$ cat config.mk
export PLATFORM = sky130hd
export DESIGN_NAME = latin1_to_json_utf8_escaper
export DESIGN_NICKNAME = d
export VERILOG_FILES = /design/src/sv/lje_pkg.sv /design/src/sv/latin1_to_json_utf8_escaper.sv /design/src/sv/lje_front.sv /design/src/sv/lje_queue.sv /design/src/sv/lje_back.sv
export SDC_FILE = /design/constraint.sdc
export NUM_CORES = 1
export LEC_CHECK = 0
export BUFFER_PORTS_ARGS = -buffer_cell sky130_fd_sc_hd__buf_2
export CAP_MARGIN = 20
export CORE_MARGIN = 2
export CORE_UTILIZATION = 50
export CTS_BUF_LIST = sky130_fd_sc_hd__clkbuf_2 sky130_fd_sc_hd__clkbuf_4 sky130_fd_sc_hd__clkbuf_8
export DETAILED_ROUTE_END_ITERATION = 10
export GPL_TIMING_DRIVEN = 0
export PLACE_DENSITY = 0.76
export REMOVE_ABC_BUFFERS = 1
export SLEW_MARGIN = 30
export SYNTH_ARGS = -nofsm -noshare
export SYNTH_HDL_FRONTEND = slang
export SYNTH_HIERARCHICAL = 1
export SYNTH_SLANG_ARGS = --single-unit
$ cat constraint.sdc
create_clock -name clock -period 8.5 [get_ports clock]
set_input_delay 1.7 -clock clock [delete_from_list [all_inputs] [get_ports clock]]
set_output_delay 1.7 -clock clock [all_outputs]
set_load 0.02 [all_outputs]
$ cat src/sv/lje_pkg.sv
`default_nettype none
package lje_pkg;

   // Item classes decided by the front end
   localparam logic [1:0] CLS_PLAIN   = 2'd0;
   localparam logic [1:0] CLS_SHORT   = 2'd1;
   localparam logic [1:0] CLS_UNICODE = 2'd2;
   localparam logic [1:0] CLS_HIGH    = 2'd3;

   localparam int unsigned IDX_W = 3;

   localparam logic [7:0] CH_BACKSLASH = 8'h5C;
   localparam logic [7:0] CH_QUOTE     = 8'h22;
   localparam logic [7:0] CH_SLASH     = 8'h2F;
   localparam logic [7:0] CH_LOWER_U   = 8'h75;
   localparam logic [7:0] CH_ZERO      = 8'h30;
   localparam logic [7:0] CTRL_MAX     = 8'h1F;

   // One classified request held between front and back
   typedef struct packed {
      logic [1:0] cls;
      logic [7:0] data;   // escape letter for short escapes, else the input byte
   } cmd_type;

   // Queue status seen by the top level and the back end
   typedef struct packed {
      logic full;
      logic empty;
   } q_status_type;

   function automatic logic [7:0] hex_digit(input logic [3:0] nib);
      logic [7:0] d;
      if (nib < 4'd10) begin
         d = CH_ZERO + {4'd0, nib};
      end else begin
         d = 8'h57 + {4'd0, nib};
      end
      return d;
   endfunction

   // Index of the final output byte for a class
   function automatic logic [IDX_W-1:0] last_idx(input logic [1:0] cls);
      logic [IDX_W-1:0] n;
      unique case (cls)
         CLS_PLAIN:   n = IDX_W'(0);
         CLS_SHORT:   n = IDX_W'(1);
         CLS_UNICODE: n = IDX_W'(5);
         CLS_HIGH:    n = IDX_W'(1);
         default:     n = IDX_W'(0);
      endcase
      return n;
   endfunction

   // Output byte at a given position of the escaped sequence
   function automatic logic [7:0] byte_at(input cmd_type cmd, input logic [IDX_W-1:0] idx);
      logic [7:0] b;
      b = cmd.data;
      unique case (cmd.cls)
         CLS_PLAIN: b = cmd.data;
         CLS_SHORT: b = (idx == IDX_W'(0)) ? CH_BACKSLASH : cmd.data;
         CLS_UNICODE: begin
            case (idx)
               IDX_W'(0): b = CH_BACKSLASH;
               IDX_W'(1): b = CH_LOWER_U;
               IDX_W'(2): b = CH_ZERO;
               IDX_W'(3): b = CH_ZERO;
               IDX_W'(4): b = hex_digit(cmd.data[7:4]);
               default:   b = hex_digit(cmd.data[3:0]);
            endcase
         end
         CLS_HIGH: begin
            if (idx == IDX_W'(0)) begin
               b = {6'b110000, cmd.data[7:6]};
            end else begin
               b = {2'b10, cmd.data[5:0]};
            end
         end
         default: b = cmd.data;
      endcase
      return b;
   endfunction

endpackage
`default_nettype wire

$ cat src/sv/latin1_to_json_utf8_escaper.sv
`default_nettype none
// Channel     | Ports                                   | Handshake
// ------------+-----------------------------------------+------------------------
// request in  | req_latin_byte[7:0]                     | req_push / req_full
// result out  | rsp_out_byte[7:0], rsp_run_last         | rsp_empty / rsp_pop
//
// Each request yields 1, 2 or 6 result bytes; the back end emits one byte per cycle
// while the output register is empty or being popped, and holds otherwise.
// Plain ASCII thus runs at one request per cycle; the output register bounds the rate.
// The command queue (QUEUE_DEPTH entries) lets requests enter while escapes drain.
// Synchronous active-high reset empties the queue and the output register.
// A stalled result holds its byte until popped; requests stall only when the queue is full.
module latin1_to_json_utf8_escaper #(
   parameter int unsigned QUEUE_DEPTH = 4
) (
   input  wire logic       clock,
   input  wire logic       reset,
   input  wire logic       req_push,
   output logic            req_full,
   input  wire logic [7:0] req_latin_byte,
   output logic            rsp_empty,
   input  wire logic       rsp_pop,
   output logic [7:0]      rsp_out_byte,
   output logic            rsp_run_last
);
   import lje_pkg::*;

   cmd_type      front_cmd;
   cmd_type      head_cmd;
   q_status_type q_status;
   logic         head_done;

   assign req_full = q_status.full;

   lje_front u_front (
      .latin_byte (req_latin_byte),
      .cmd        (front_cmd)
   );

   lje_queue #(
      .DEPTH (QUEUE_DEPTH)
   ) u_queue (
      .clock  (clock),
      .reset  (reset),
      .wr_en  (req_push),
      .wr_cmd (front_cmd),
      .rd_en  (head_done),
      .rd_cmd (head_cmd),
      .status (q_status)
   );

   lje_back u_back (
      .clock        (clock),
      .reset        (reset),
      .head_cmd     (head_cmd),
      .q_status     (q_status),
      .head_done    (head_done),
      .rsp_empty    (rsp_empty),
      .rsp_pop      (rsp_pop),
      .rsp_out_byte (rsp_out_byte),
      .rsp_run_last (rsp_run_last)
   );

endmodule
`default_nettype wire

$ cat src/sv/lje_front.sv
`default_nettype none
module lje_front (
   input  wire logic [7:0]      latin_byte,
   output lje_pkg::cmd_type     cmd
);
   import lje_pkg::*;

   // Classify the byte and pick the short escape letter
   always_comb begin
      cmd.data = latin_byte;
      unique case (latin_byte)
         CH_QUOTE, CH_BACKSLASH, CH_SLASH: begin
            cmd.cls = CLS_SHORT;
         end
         8'h08: begin cmd.cls = CLS_SHORT; cmd.data = 8'h62; end
         8'h0C: begin cmd.cls = CLS_SHORT; cmd.data = 8'h66; end
         8'h0A: begin cmd.cls = CLS_SHORT; cmd.data = 8'h6E; end
         8'h0D: begin cmd.cls = CLS_SHORT; cmd.data = 8'h72; end
         8'h09: begin cmd.cls = CLS_SHORT; cmd.data = 8'h74; end
         default: begin
            if (latin_byte <= CTRL_MAX) begin
               cmd.cls = CLS_UNICODE;
            end else if (latin_byte[7]) begin
               cmd.cls = CLS_HIGH;
            end else begin
               cmd.cls = CLS_PLAIN;
            end
         end
      endcase
   end

endmodule
`default_nettype wire

$ cat src/sv/lje_queue.sv
`default_nettype none
module lje_queue #(
   parameter int unsigned DEPTH = 4
) (
   input  wire logic                clock,
   input  wire logic                reset,
   input  wire logic                wr_en,
   input  wire lje_pkg::cmd_type    wr_cmd,
   input  wire logic                rd_en,
   output lje_pkg::cmd_type         rd_cmd,
   output lje_pkg::q_status_type    status
);
   import lje_pkg::*;

   localparam int unsigned PTR_W = (DEPTH > 1) ? $clog2(DEPTH) : 1;
   localparam int unsigned CNT_W = $clog2(DEPTH + 1);

   cmd_type          slot_ff [DEPTH];
   logic [PTR_W-1:0] wr_ptr_ff, wr_ptr_in;
   logic [PTR_W-1:0] rd_ptr_ff, rd_ptr_in;
   logic [CNT_W-1:0] count_ff, count_in;
   logic             do_wr, do_rd;

   assign status.full  = (count_ff == CNT_W'(DEPTH));
   assign status.empty = (count_ff == CNT_W'(0));
   assign do_wr        = wr_en && !status.full;
   assign do_rd        = rd_en && !status.empty;
   assign rd_cmd       = slot_ff[rd_ptr_ff];

   // Advance pointers with wrap at the depth
   always_comb begin
      wr_ptr_in = wr_ptr_ff;
      rd_ptr_in = rd_ptr_ff;
      count_in  = count_ff;
      if (do_wr) begin
         wr_ptr_in = (wr_ptr_ff == PTR_W'(DEPTH - 1)) ? PTR_W'(0) : wr_ptr_ff + PTR_W'(1);
      end
      if (do_rd) begin
         rd_ptr_in = (rd_ptr_ff == PTR_W'(DEPTH - 1)) ? PTR_W'(0) : rd_ptr_ff + PTR_W'(1);
      end
      if (do_wr && !do_rd) begin
         count_in = count_ff + CNT_W'(1);
      end else if (do_rd && !do_wr) begin
         count_in = count_ff - CNT_W'(1);
      end
   end

   always_ff @(posedge clock) begin
      if (reset) begin
         wr_ptr_ff <= '0;
         rd_ptr_ff <= '0;
         count_ff  <= '0;
      end else begin
         wr_ptr_ff <= wr_ptr_in;
         rd_ptr_ff <= rd_ptr_in;
         count_ff  <= count_in;
      end
   end

   // Store the incoming command
   always_ff @(posedge clock) begin
      if (do_wr) begin
         slot_ff[wr_ptr_ff] <= wr_cmd;
      end
   end

endmodule
`default_nettype wire

$ cat src/sv/lje_back.sv
`default_nettype none
module lje_back (
   input  wire logic                clock,
   input  wire logic                reset,
   input  wire lje_pkg::cmd_type    head_cmd,
   input  wire lje_pkg::q_status_type q_status,
   output logic                     head_done,
   output logic                     rsp_empty,
   input  wire logic                rsp_pop,
   output logic [7:0]               rsp_out_byte,
   output logic                     rsp_run_last
);
   import lje_pkg::*;

   logic             out_valid_ff, out_valid_in;
   logic [7:0]       out_byte_ff, out_byte_in;
   logic             out_last_ff, out_last_in;
   logic [IDX_W-1:0] idx_ff, idx_in;
   logic             take, advance, is_last;

   assign take    = rsp_pop && out_valid_ff;
   assign advance = !q_status.empty && (!out_valid_ff || take);
   assign is_last = (idx_ff == last_idx(head_cmd.cls));

   assign head_done    = advance && is_last;
   assign rsp_empty    = !out_valid_ff;
   assign rsp_out_byte = out_byte_ff;
   assign rsp_run_last = out_last_ff;

   // Emit one head byte per cycle to the output register unless stalled
   always_comb begin
      out_valid_in = out_valid_ff && !take;
      out_byte_in  = out_byte_ff;
      out_last_in  = out_last_ff;
      idx_in       = idx_ff;
      if (advance) begin
         out_valid_in = 1'b1;
         out_byte_in  = byte_at(head_cmd, idx_ff);
         out_last_in  = is_last;
         idx_in       = is_last ? IDX_W'(0) : idx_ff + IDX_W'(1);
      end
   end

   always_ff @(posedge clock) begin
      if (reset) begin
         out_valid_ff <= 1'b0;
         idx_ff       <= '0;
      end else begin
         out_valid_ff <= out_valid_in;
         idx_ff       <= idx_in;
      end
   end

   // Hold payload until the next advance
   always_ff @(posedge clock) begin
      out_byte_ff <= out_byte_in;
      out_last_ff <= out_last_in;
   end

endmodule
`default_nettype wire

; ---- Word-level counts from Yosys, hierarchy flattened
; Memory sizes are Yosys's and may differ from the RTL's. A register that Yosys moved wholly into a read port is not among the register bits.
; Index checks and enable logic that the tools add are counted.
[totals]
output_inout_bits = 11
ramBits = 40
input_bits = 12
memories = 1
regBits = 20
word_cells = 82
[memory_table]
columns = memory, words, width, read_ports, rd_ports_with_merged_regs, wr, line_no
row1 = u_queue.slot_ff, 4, 10, 1, 1, 1, lje_queue.sv:18  ; cmd_type slot_ff [DEPTH];
[op_classes]
add_sub_neg = 9
reduce_logical = 22
order_cmp = 3
n_eq_ne = 19
n_mux = 21
[ops]
columns = operator, count
row1 = case mux 8 bit (4 select lines), 2
row2 = equality test 8 x 4 -> 1 bit (second input constant), 5
row3 = case mux 8 bit (5 select lines), 1
row4 = 2-to-1 mux 8 bit, 3
row5 = adder 7 x 4 -> 8 bit (first input constant), 2
row6 = equality test 8 x 6 -> 1 bit (second input constant), 2
row7 = adder 6 x 4 -> 7 bit (first input constant), 2
row8 = 2-to-1 mux 2 bit, 7
row9 = 2-to-1 mux 3 bit, 3
row10 = case mux 3 bit (3 select lines), 1
row11 = equality test 2 bit (second input constant), 4
row12 = equality test 8 x 7 -> 1 bit (second input constant), 1
row13 = <= comparator 8 x 5 -> 1 bit (second input constant), 1
row14 = logical AND 1 bit, 8
row15 = < comparator 4 bit (second input constant), 2
row16 = OR reduction 8 bit, 1
row17 = 2-to-1 mux 7 bit, 1
row18 = adder 3 x 1 -> 3 bit (second input constant), 2
row19 = equality test 3 x 2 -> 1 bit (second input constant), 2
row20 = equality test 3 bit (second input constant), 2
row21 = logical NOT 1 bit, 6
row22 = logical NOT 3 bit, 2
row23 = adder 2 x 1 -> 2 bit (second input constant), 2
row24 = OR reduction 2 bit, 2
row25 = 8 further kinds, 10

; ---- Longest topological paths before layout
; Gate-level depths: netlist of the first run.
[logic_depth]
depth_word = 9
mapped_depth = 13
depth_no_buf = 11

; ---- Hierarchy
; The synthesis of the first run kept the hierarchy.
[modules_own_cells]
columns = mod, cells_each, area_per_inst_um2, n_inst
row1 = lje_queue, 102, 1930.6, 1
row2 = lje_back, 106, 957.2, 1
row3 = lje_front, 38, 266.5, 1

; ---- Least setup slack after synthesis of the first run
; Ideal clock, no wire load.
[synth_path]
path_kind = input -> register
startpoint = input rsp_pop
endpoint = register u_queue.count_ff[2]
setup_slack_ns = 4.942
path_buffers = 0
arrival_time_ns = 3.487
required_time_ns = 8.430
path_stages = 9
cell_sequence = nor2b_1 > a2111oi_4 > o31ai_2 > ha_1 > inv_1 > fa_1 > xor2_1 > or3_2 > a21oi_1
[synth_between]
elab_chain_cells = 8
elab_cells_between_ends = 10
cone_classes = mux: 1 / reduce/logical: 9
[synth_rtl]
columns = element, line_no
row1 = from (decl), latin1_to_json_utf8_escaper.sv:22  ; input wire logic rsp_pop,
row2 = logical AND 1 bit *, lje_back.sv:21  ; assign take = rsp_pop && out_valid_ff;
row3 = logical OR 1 bit *, lje_back.sv:22  ; assign advance = !q_status.empty && (!out_valid_ff || take);
row4 = logical AND 1 bit *, lje_back.sv:22
row5 = logical AND 1 bit *, lje_back.sv:25  ; assign head_done = advance && is_last;
row6 = via head_done, latin1_to_json_utf8_escaper.sv:31  ; logic head_done;
row7 = logical AND 1 bit *, lje_queue.sv:27  ; assign do_rd = rd_en && !status.empty;
row8 = logical NOT 1 bit, lje_queue.sv:41  ; if (do_wr && !do_rd) begin
row9 = logical AND 1 bit, lje_queue.sv:41
row10 = 2-to-1 mux 3 bit / nonzero test 2 bit (equally long branches), --
row11 = to (signal assigned), lje_queue.sv:56  ; count_ff <= count_in;
row12 = to (decl), lje_queue.sv:21  ; logic [CNT_W-1:0] count_ff, count_in;
; The timed path passes the listed nets; every way through them passes the cells marked *.
; A chain may end at the register's enable or synchronous reset.

==> flow_summary.ini, run 1 <==
[floorplanning]
fp.coreArea_sq_um = 6030
rows = 28
fp.dieW_microns = 83.4
die-area_sq_um = 6960
start_util_pct = 52.3
fp.dieH_microns = 83.4
ios = 23

[sta]
maxSlewHeadroom_pct = 38.3
clock_skew_ns = 0.00695
setup_violations = 0
clock.fmax_mhz = 257
tns_ns = 0
hold_viol = 0
drv_slew = 0
post-route-period-util_pct = 45.8
period_minus_slack_ns = 3.89
whs_ns = 0.505
rsz0062_at_grt = no
worst_pin_slew_ns = 0.922

[global_routing]
grt_usage_pct = 18.0
grt_pass1_wl_microns = 9660
grt_overflow = 0
grt_max_degree = 14
antenna_found_initial = 0
grt_pass1_vias = 1977

[setup_path]
crit_chain = mux4_2 > or4_4 > a2111oi_4 > o31ai_2 > ha_1 > inv_1 > fa_1 > xor2_1 > or3_2 > a21oi_1
crit_family = simple AND/OR/NAND/NOR gates
crit_arrival_ns = 4.17
crit_path_start_kind = flop
critPathMaxFanout = 13
rrSetupSlack_ns = 4.61
path_class = reg2reg
cp.required_ns = 8.77
end_kind = flop
r2r_cells = 10
r2r-end = u_queue/count_ff[2]
critPathBufInv = 1
cp_slowest_cell = dfxtp_1
max_stage_delay_ns = 0.75
path_depth = 10

[cts]
cts.repair_timing.setup_buffer_count = 0
cts_made_buffers = 9
cts_root_buf = clkbuf_8
clkTransAtPathRegs_ns = 0.07
hold_buffers = 0
clkSinkCount = 62
cts-resized-gates = 0
cts.htree.levels = 3
tritoncts = built
clockBufferDepth = 2
clk_latency_ns = 0.34

[placement]
place.detailed.hpwl_microns = 3830
dp.cells = 330
portBuffers = 22
gp_congestion = 0.886
placed_cell_area_sq_um = 3280

[pwr]
leakagePower_nw = 1.30
vdd_drop_max_mv = 0.163
p_per_area_nw_per_um2 = 304

[synth]
synth_cells = 246
ys.flop_type = edfxtp_1
synth_commonest_cells = 49 x edfxtp_1, 21 x inv_1, 13 x dfxtp_1, 11 x a21oi_1, 11 x ha_1
yosysTopAreaCellShare_pct = 46.6
synth_seq_cells = 62
yosys_warnings = 6
synth_most_common_cell = edfxtp_1
ys_types = 60
yosys.area.top_type = edfxtp_1
netlist_area_sq_um = 3150
synth_seq_area_share_pct = 54.9
synth_edf_count = 49
synthTopCellsByArea = edfxtp_1 47%, dfxtp_1 8.3%, mux4_2 7.1%, ha_1 4.4%, inv_1 2.5%
synthArstFlopShare_pct = 0
synth_area_per_cell_sq_um = 12.8

[final_layout]
multi_input_area_sq_um = 1250
seqCellArea_sq_um = 1730
finalNonFillerCells = 346
syn_to_final_growth_pct = 10.6
fillers = 500
fin_util_pct = 57.9
layout-drive-gt1-share_pct = 23.6
antenna_cells = 0
nets = 290
stdcell_area_sq_um = 3490

[detailed_routing]
vias = 2047
drtIter0Drc = 168
routed_wl_microns = 5830
via_per_inst = 5.92
antenna_left = 0
drc = 0
dr.pass1.iters = 5
wire_per_inst_microns = 16.8

[status]
status = finished clean

[min_path]
hold_class = reg2reg
holdPathStages = 2
min_from = u_queue/rd_ptr_ff[0]
hold_path_end = u_queue/rd_ptr_ff[0]

[job]
max_cap_violations = 0
==> worst max-delay path by stage <==
stage	from	end	slack, ns
6_report	flop	u_queue/count_ff[2]	4.61
5_1_grt	flop	u_queue/count_ff[2]	4.30
4_1_cts	flop	u_queue/count_ff[2]	4.56
3_5_place_dp	flop	u_queue/count_ff[2]	4.57
3_3_place_gp	flop	u_queue/count_ff[2]	4.64
2_1_floorplan	rsp_pop	u_queue/count_ff[2]	4.94
==> placed cells by master, fill, tap and decap left out, types with 6 or more instances in the layout <==
master    count
inv_1        21
nor3_1        8
and3_2        6
a21oi_1      11
dfxtp_1      13
o21ai_0       8
ha_1         11
nand2_1       9
edfxtp_1     49
nand3_1       8
clkbuf_8     11
nor2_1       10
mux4_2       10
buf_2        22
==> registers in the layout, indices dropped and copies added (netlist names), named ones only <==
name	count
u_back/idx_ff	3
u_back/out_valid_ff	1
u_back/rsp_out_byte	8
u_back/rsp_run_last	1
u_queue/count_ff	3
u_queue/rd_ptr_ff	2
u_queue/slot_ff	40
u_queue/wr_ptr_ff	2
==> where the power goes <==
group          total (mW)  switching, mW  leakage, nW  internal (mW)
clock               0.270          0.112        0.110          0.158
sequential          0.440         0.0363        0.560          0.403
combinational       0.349          0.213        0.634          0.137
==> logic make-up after synthesis <==
| family | synth area share (%) |
|---|---|
| compound gates | 13.4 |
| xor+xnor | 1.94 |
| fa+ha+maj | 5.00 |
| buf+inv | 5.36 |
| flops | 54.9 |
| mux | 8.09 |
| simple gates | 11.3 |
==> stage by stage <==
stage	total power, mW	setup WS [ns]
2_1_floorplan	0.703	4.94
3_3_place_gp	0.778	4.64
3_5_place_dp	0.793	4.57
4_1_cts	1.07	4.56
5_1_grt	1.12	4.30
6_report	1.06	4.61
==> layout make-up <==
type	instances	share of cell area, %
clock inverters	3	1.26
clock buffers	13	4.77
repair buffers	22	3.16
inverters	22	2.51
multi-input cells	149	36.0
well taps	75	2.69
flip-flops and latches	62	49.7
==> worst reg2reg max path: stages, from the launching register on <==
cell and delay [ns]:
dfxtp_1 0.75, mux4_2 0.74, or4_4 0.55, a2111oi_4 0.47
o31ai_2 0.18, ha_1 0.24, inv_1 0.07, fa_1 0.18
xor2_1 0.08, or3_2 0.42, a21oi_1 0.14
==> routing by layer <==
| metal | wire (microns) | part of all wire [%] | GRT usage (%) |
|---|---|---|---|
| met5 | 0 | 0 | 0 |
| met1 | 2470 | 42 | 22.5 |
| met3 | 327 | 5.6 | 4.57 |
| met2 | 2950 | 51 | 29.4 |
| met4 | 82 | 1.4 | 8.36 |
Note: power is estimated with default switching activity, not from simulation.
==> run 2, diff against run 1 <==
--- a/config.mk
+++ b/config.mk
@@ -12,7 +12,7 @@
 export CTS_BUF_LIST = sky130_fd_sc_hd__clkbuf_2 sky130_fd_sc_hd__clkbuf_4 sky130_fd_sc_hd__clkbuf_8
 export DETAILED_ROUTE_END_ITERATION = 10
 export GPL_TIMING_DRIVEN = 0
-export PLACE_DENSITY = 0.76
+export PLACE_DENSITY = 0.79
 export REMOVE_ABC_BUFFERS = 1
 export SLEW_MARGIN = 30
 export SYNTH_ARGS = -nofsm -noshare
==> constraint.sdc (replaced) <==
create_clock -name clock -period 3.55 [get_ports clock]
set_input_delay 0.71 -clock clock [delete_from_list [all_inputs] [get_ports clock]]
set_output_delay 0.71 -clock clock [all_outputs]
set_load 0.02 [all_outputs]
==> run 2 against run 1 <==
Final area rose by 1.1%. First-iteration DRC count down 46%. Combinational power up 150%. Final cell count up 1.2%. Worst hold slack got worse by 0.0068 ns. Via count grew 0.15%. Clock-buffer cell count fell by 2. Setup slack got worse by 4.4 ns. Sequential power grew 140%. Global-route usage shrank 0.35 points. Die area did not move. Critical endpoint unchanged. Highest routed layer unchanged.
==> flow_summary.ini, run 2 (synthesis gave the netlist of run 1 again) <==
[cts]
clockBufferDepth = 2
tritoncts = built
cts_root_buf = clkbuf_8
cts.htree.levels = 3
clkSinkCount = 62
clkTransAtPathRegs_ns = 0.07
clk_latency_ns = 0.34
cts_made_buffers = 9

[pwr]
total_power_mw = 2.58
p_per_area_nw_per_um2 = 732
vdd_drop_max_mv = 0.426
leakagePower_nw = 1.33

[final_layout]
seqCellArea_sq_um = 1740
layout-drive-gt1-share_pct = 25.1
final_common_cell = edfxtp_1
nets = 294
largest_register = u_queue/slot_ff
syn_to_final_growth_pct = 11.7
antenna_cells = 0
layout_common_cells = 49 x edfxtp_1, 22 x buf_2, 21 x inv_1
fillers = 510
multi_input_area_sq_um = 1250
largest_reg_flops = 40

[placement]
place.detailed.hpwl_microns = 3890
gp_congestion = 0.898
pre_cts_ws_ns = -0.368
portBuffers = 22

[detailed_routing]
dr.pass1.iters = 4
via_per_inst = 5.86
antenna_left = 0
drc = 0
drtIter0Drc = 90
vias = 2050
routed-wl-met2_microns = 2850
drt-met1-wl_microns = 2550
top_layer = met4
wire_per_inst_microns = 16.4
wl_met3_microns = 273
routed_wl_microns = 5740

[job]
max_cap_violations = 0

[min_path]
hold_class = reg2reg
min_from = u_queue/rd_ptr_ff[0]
holdPathStages = 2

[floorplanning]
fp.dieW_microns = 83.4
start_util_pct = 52.3
fp.dieH_microns = 83.4
rows = 28
fp.coreArea_sq_um = 6030
die-area_sq_um = 6960
ios = 23

[sta]
clock_skew_ns = 0.00906
worst_pin_slew_ns = 0.883
hold_viol = 0
tns_ns = 0
setup_violations = 0
maxSlewHeadroom_pct = 40.9
period_minus_slack_ns = 3.37
clock.fmax_mhz = 297
post-route-period-util_pct = 94.9
drv_slew = 0
setup_ws_ns = 0.182

[global_routing]
grt_overflow = 0
grt_usage_pct = 17.7
grt_max_degree = 14
antenna_found_initial = 0
grt_pass1_wl_microns = 9440
grt_pass1_vias = 1952

[setup_path]
r2r-end = u_queue/count_ff[2]
path_class = reg2reg
cp.required_ns = 3.83
rrSetupSlack_ns = 0.18
end_kind = flop
crit_arrival_ns = 3.64
r2r_cells = 10
crit_path_start_kind = flop
critPathMaxFanout = 10

[status]
status = finished clean
## run 2: area by class of cell
cell class	count	share of cell area, %
clock inverters	5	2.09
repair buffers	26	3.98
multi-input cells	149	35.6
inverters	22	2.48
flip-flops and latches	62	49.3
clock buffers	11	3.94
well taps	75	2.66
## run 2: critical path, stage by stage (launching register included)
cell and delay [ns]:
dfxtp_4 0.47, mux4_2 0.58, or4_4 0.53, a2111oi_4 0.42, o31ai_2 0.18, ha_1 0.24, inv_1 0.08, fa_1 0.17
xor2_1 0.08, or3_2 0.41, a21oi_1 0.14
## run 2: per-stage QoR
step           hold WS (ns)  instances  util, %  cell area, sq um
2_1_floorplan         0.456        233        -              3070
3_3_place_gp          0.479        330     54.4              3280
3_5_place_dp          0.502        330     54.4              3280
4_1_cts               0.497        347     58.1              3500
5_1_grt               0.539        350     58.5              3520
6_report              0.498        350     58.5              3520
## run 2: per-layer routing
| metal | vias to the layer above | track usage (%) |
|---|---|---|
| li1 | 991 | - |
| met1 | 1003 | 22.2 |
| met2 | 51 | 29.0 |
| met3 | 5 | 5.86 |
| met4 | 0 | 5.72 |
| met5 | - | 0 |
## run 2: worst max-delay path by stage
stage | start | slack (ns) | end | cells after the start
after CTS | flop | 0.04 | u_queue/count_ff[2] | 11
after floorplan | flop | -0.001 | u_queue/count_ff[2] | 10
after global placement | flop | -0.32 | u_queue/count_ff[2] | 10
after global routing | flop | -0.02 | u_queue/count_ff[2] | 10
after detailed placement | flop | -0.37 | u_queue/count_ff[2] | 10
final | flop | 0.18 | u_queue/count_ff[2] | 10
## run 2: what timing repair did
item | in CTS | in global routing
gates cloned | 0 | 0
resized for setup | 2 | 2
hold buffers | 0 | 0
setup buffers | 1 | 3
setup endpoints to repair | 2 | 1
pin swaps | 0 | 1
## run 2: power by group
| part | internal, mW | leakage, nW | switching [mW] | total [mW] |
|---|---|---|---|---|
| combinational | 0.345 | 0.654 | 0.512 | 0.857 |
| sequential | 0.968 | 0.561 | 0.0871 | 1.05 |
| clock | 0.406 | 0.112 | 0.263 | 0.669 |
==> run 3, diff against run 2 <==
--- a/config.mk
+++ b/config.mk
@@ -12,10 +12,10 @@
 export CTS_BUF_LIST = sky130_fd_sc_hd__clkbuf_2 sky130_fd_sc_hd__clkbuf_4 sky130_fd_sc_hd__clkbuf_8
 export DETAILED_ROUTE_END_ITERATION = 10
 export GPL_TIMING_DRIVEN = 0
-export PLACE_DENSITY = 0.79
+export PLACE_DENSITY = 0.76
 export REMOVE_ABC_BUFFERS = 1
 export SLEW_MARGIN = 30
 export SYNTH_ARGS = -nofsm -noshare
 export SYNTH_HDL_FRONTEND = slang
-export SYNTH_HIERARCHICAL = 1
 export SYNTH_SLANG_ARGS = --single-unit
+export TNS_END_PERCENT = 1
==> constraint.sdc (replaced) <==
create_clock -name clock -period 3.93 [get_ports clock]
set_input_delay 0.786 -clock clock [delete_from_list [all_inputs] [get_ports clock]]
set_output_delay 0.786 -clock clock [all_outputs]
set_load 0.02 [all_outputs]
==> run 3 against run 2 <==
Clock power is 21% lower. Power down 4.7%. Maximum frequency shrank 3.7%. Worst hold slack lost 0.021 ns. Combinational power rose by 11%. Largest power group unchanged. Highest routed layer unchanged.
==> flow_summary.ini, run 3 <==
[cts]
clkTransAtPathRegs_ns = 0.07
hold_buffers = 0
cts_made_buffers = 9
cts.repair_timing.setup_buffer_count = 0
clk_latency_ns = 0.34
cts.htree.levels = 3
clockBufferDepth = 2
clkSinkCount = 62
cts_root_buf = clkbuf_8
tritoncts = built
cts-resized-gates = 0

[placement]
placed_cell_area_sq_um = 3280
gp_congestion = 0.887
pre_cts_ws_ns = 0.383
place.detailed.hpwl_microns = 3820
portBuffers = 22
dp.cells = 342

[job]
max_cap_violations = 0

[synth]
synth_edf_count = 49
synth_seq_cells = 62
yosysTopAreaCellShare_pct = 47.2
synthArstFlopShare_pct = 0
synth_most_common_cell = edfxtp_1
synth_commonest_cells = 49 x edfxtp_1, 19 x nor2_1, 18 x inv_1, 17 x a21oi_1, 16 x nand2_1
synthTopCellsByArea = edfxtp_1 47%, dfxtp_1 8.3%, mux4_2 7.2%, ha_1 5.2%, a21oi_1 2.7%
netlist_area_sq_um = 3120
yosys_warnings = 0
synth_area_per_cell_sq_um = 12.3
yosys.area.top_type = edfxtp_1
ys_types = 49
synth_seq_area_share_pct = 55.5
ys.flop_type = edfxtp_1
synth_cells = 254

[global_routing]
antenna_found_initial = 0
grt_pass1_vias = 1922
grt_usage_pct = 17.4
grt_pass1_wl_microns = 9250
grt_overflow = 0
grt_max_degree = 18

[floorplanning]
die-area_sq_um = 6890
ios = 23
start_util_pct = 52.1
fp.coreArea_sq_um = 5990
rows = 28
fp.dieW_microns = 83.0
fp.dieH_microns = 83.0

[final_layout]
stdcell_area_sq_um = 3470
fin_util_pct = 57.9
finalNonFillerCells = 358
final_common_cell = edfxtp_1
layout_common_cells = 49 x edfxtp_1, 22 x buf_2, 19 x nor2_1
largest_register = u_queue.slot_ff
layout-drive-gt1-share_pct = 19.4
seqCellArea_sq_um = 1730
antenna_cells = 0
largest_reg_flops = 40
nets = 304
syn_to_final_growth_pct = 11.3
fillers = 506
multi_input_area_sq_um = 1280

[detailed_routing]
wire_per_inst_microns = 15.5
routed_wl_microns = 5540
vias = 2047
drtIter0Drc = 97
antenna_left = 0
routed-wl-met2_microns = 2690
via_per_inst = 5.72
drt-met1-wl_microns = 2450
wl_met3_microns = 257
top_layer = met4
dr.pass1.iters = 4
drc = 0

[setup_path]
crit_path_start_kind = flop
critPathMaxFanout = 12
crit_arrival_ns = 3.78
end_kind = flop
cp.required_ns = 4.21
path_class = reg2reg

[min_path]
hold_class = reg2reg

[sta]
tns_ns = 0
clock_skew_ns = 0.00862
rsz0062_at_grt = no
maxSlewHeadroom_pct = 55.8
setup_violations = 0
post-route-period-util_pct = 89.0
clock.fmax_mhz = 286
whs_ns = 0.477
period_minus_slack_ns = 3.50
hold_viol = 0
drv_slew = 0
setup_ws_ns = 0.431
worst_pin_slew_ns = 0.656

[pwr]
total_power_mw = 2.46
vdd_drop_max_mv = 0.330
leakagePower_nw = 1.29
p_per_area_nw_per_um2 = 709

[status]
status = finished clean
==> run 3: cell types whose count changed in the layout (fill, tap and decap cells not counted), sizes merged, moves of 4 or more <==
cell,change
buf,-4
a21oi,+6
nor3,-5
nor2,+8
a21o,+4
nand2,+8
and2,+5
and3,-6
==> run 3: cell type report <==
class	count	area share, %
inverter	18	1.95
multi-input combinational	165	36.8
tap	75	2.70
timing repair buffer	22	3.17
sequential	62	49.9
clock buffer	9	3.57
clock inverter	7	1.87
==> run 3: worst max-delay path, cell delays in order, from the launching register on <==
cell	delay [ns]
dfxtp_1	0.74
mux4_2	0.73
or4_4	0.53
a31oi_4	0.29
nand2_4	0.09
ha_1	0.25
inv_1	0.10
fa_1	0.19
xor2_1	0.07
or3_1	0.31
a21oi_1	0.13
==> run 3: worst paths after layout <==
path                            slack, ns                  end  depth (start not counted)           startpoint
worst max-delay path                 0.43  u_queue.count_ff[2]                         10                 flop
worst max register to register       0.43  u_queue.count_ff[2]                         10                 flop
worst min register to register       0.48  u_back.out_valid_ff                          2  u_back.out_valid_ff
worst min-delay path                 0.48  u_back.out_valid_ff                          2  u_back.out_valid_ff
==> run 3: logic make-up (layout without fill, tap and decap cells) <==
logic type / Yosys count / after routing / share of synthesized area (%)
buffers and inverters: 27 / 56 / 3.49
muxes: 15 / 15 / 9.03
and+or+nand+nor: 81 / 81 / 13.8
AOI/OAI and AO/OA: 51 / 51 / 11.2
xor gates and xnor gates: 4 / 4 / 1.12
DFF: 62 / 62 / 55.5
adders and majority gates: 14 / 14 / 5.86
==> run 3: report_power, final <==
group / internal (mW) / switching (mW) / total (mW)
registers: 0.887 / 0.0863 / 0.973
clock network: 0.288 / 0.244 / 0.531
logic: 0.384 / 0.572 / 0.955
==> run 3: metal layers <==
metal,GRT usage (%),vias to the layer above
met2,28.7,65
li1,-,999
met3,3.58,14
met1,21.4,969
met4,9.39,0
met5,0,-
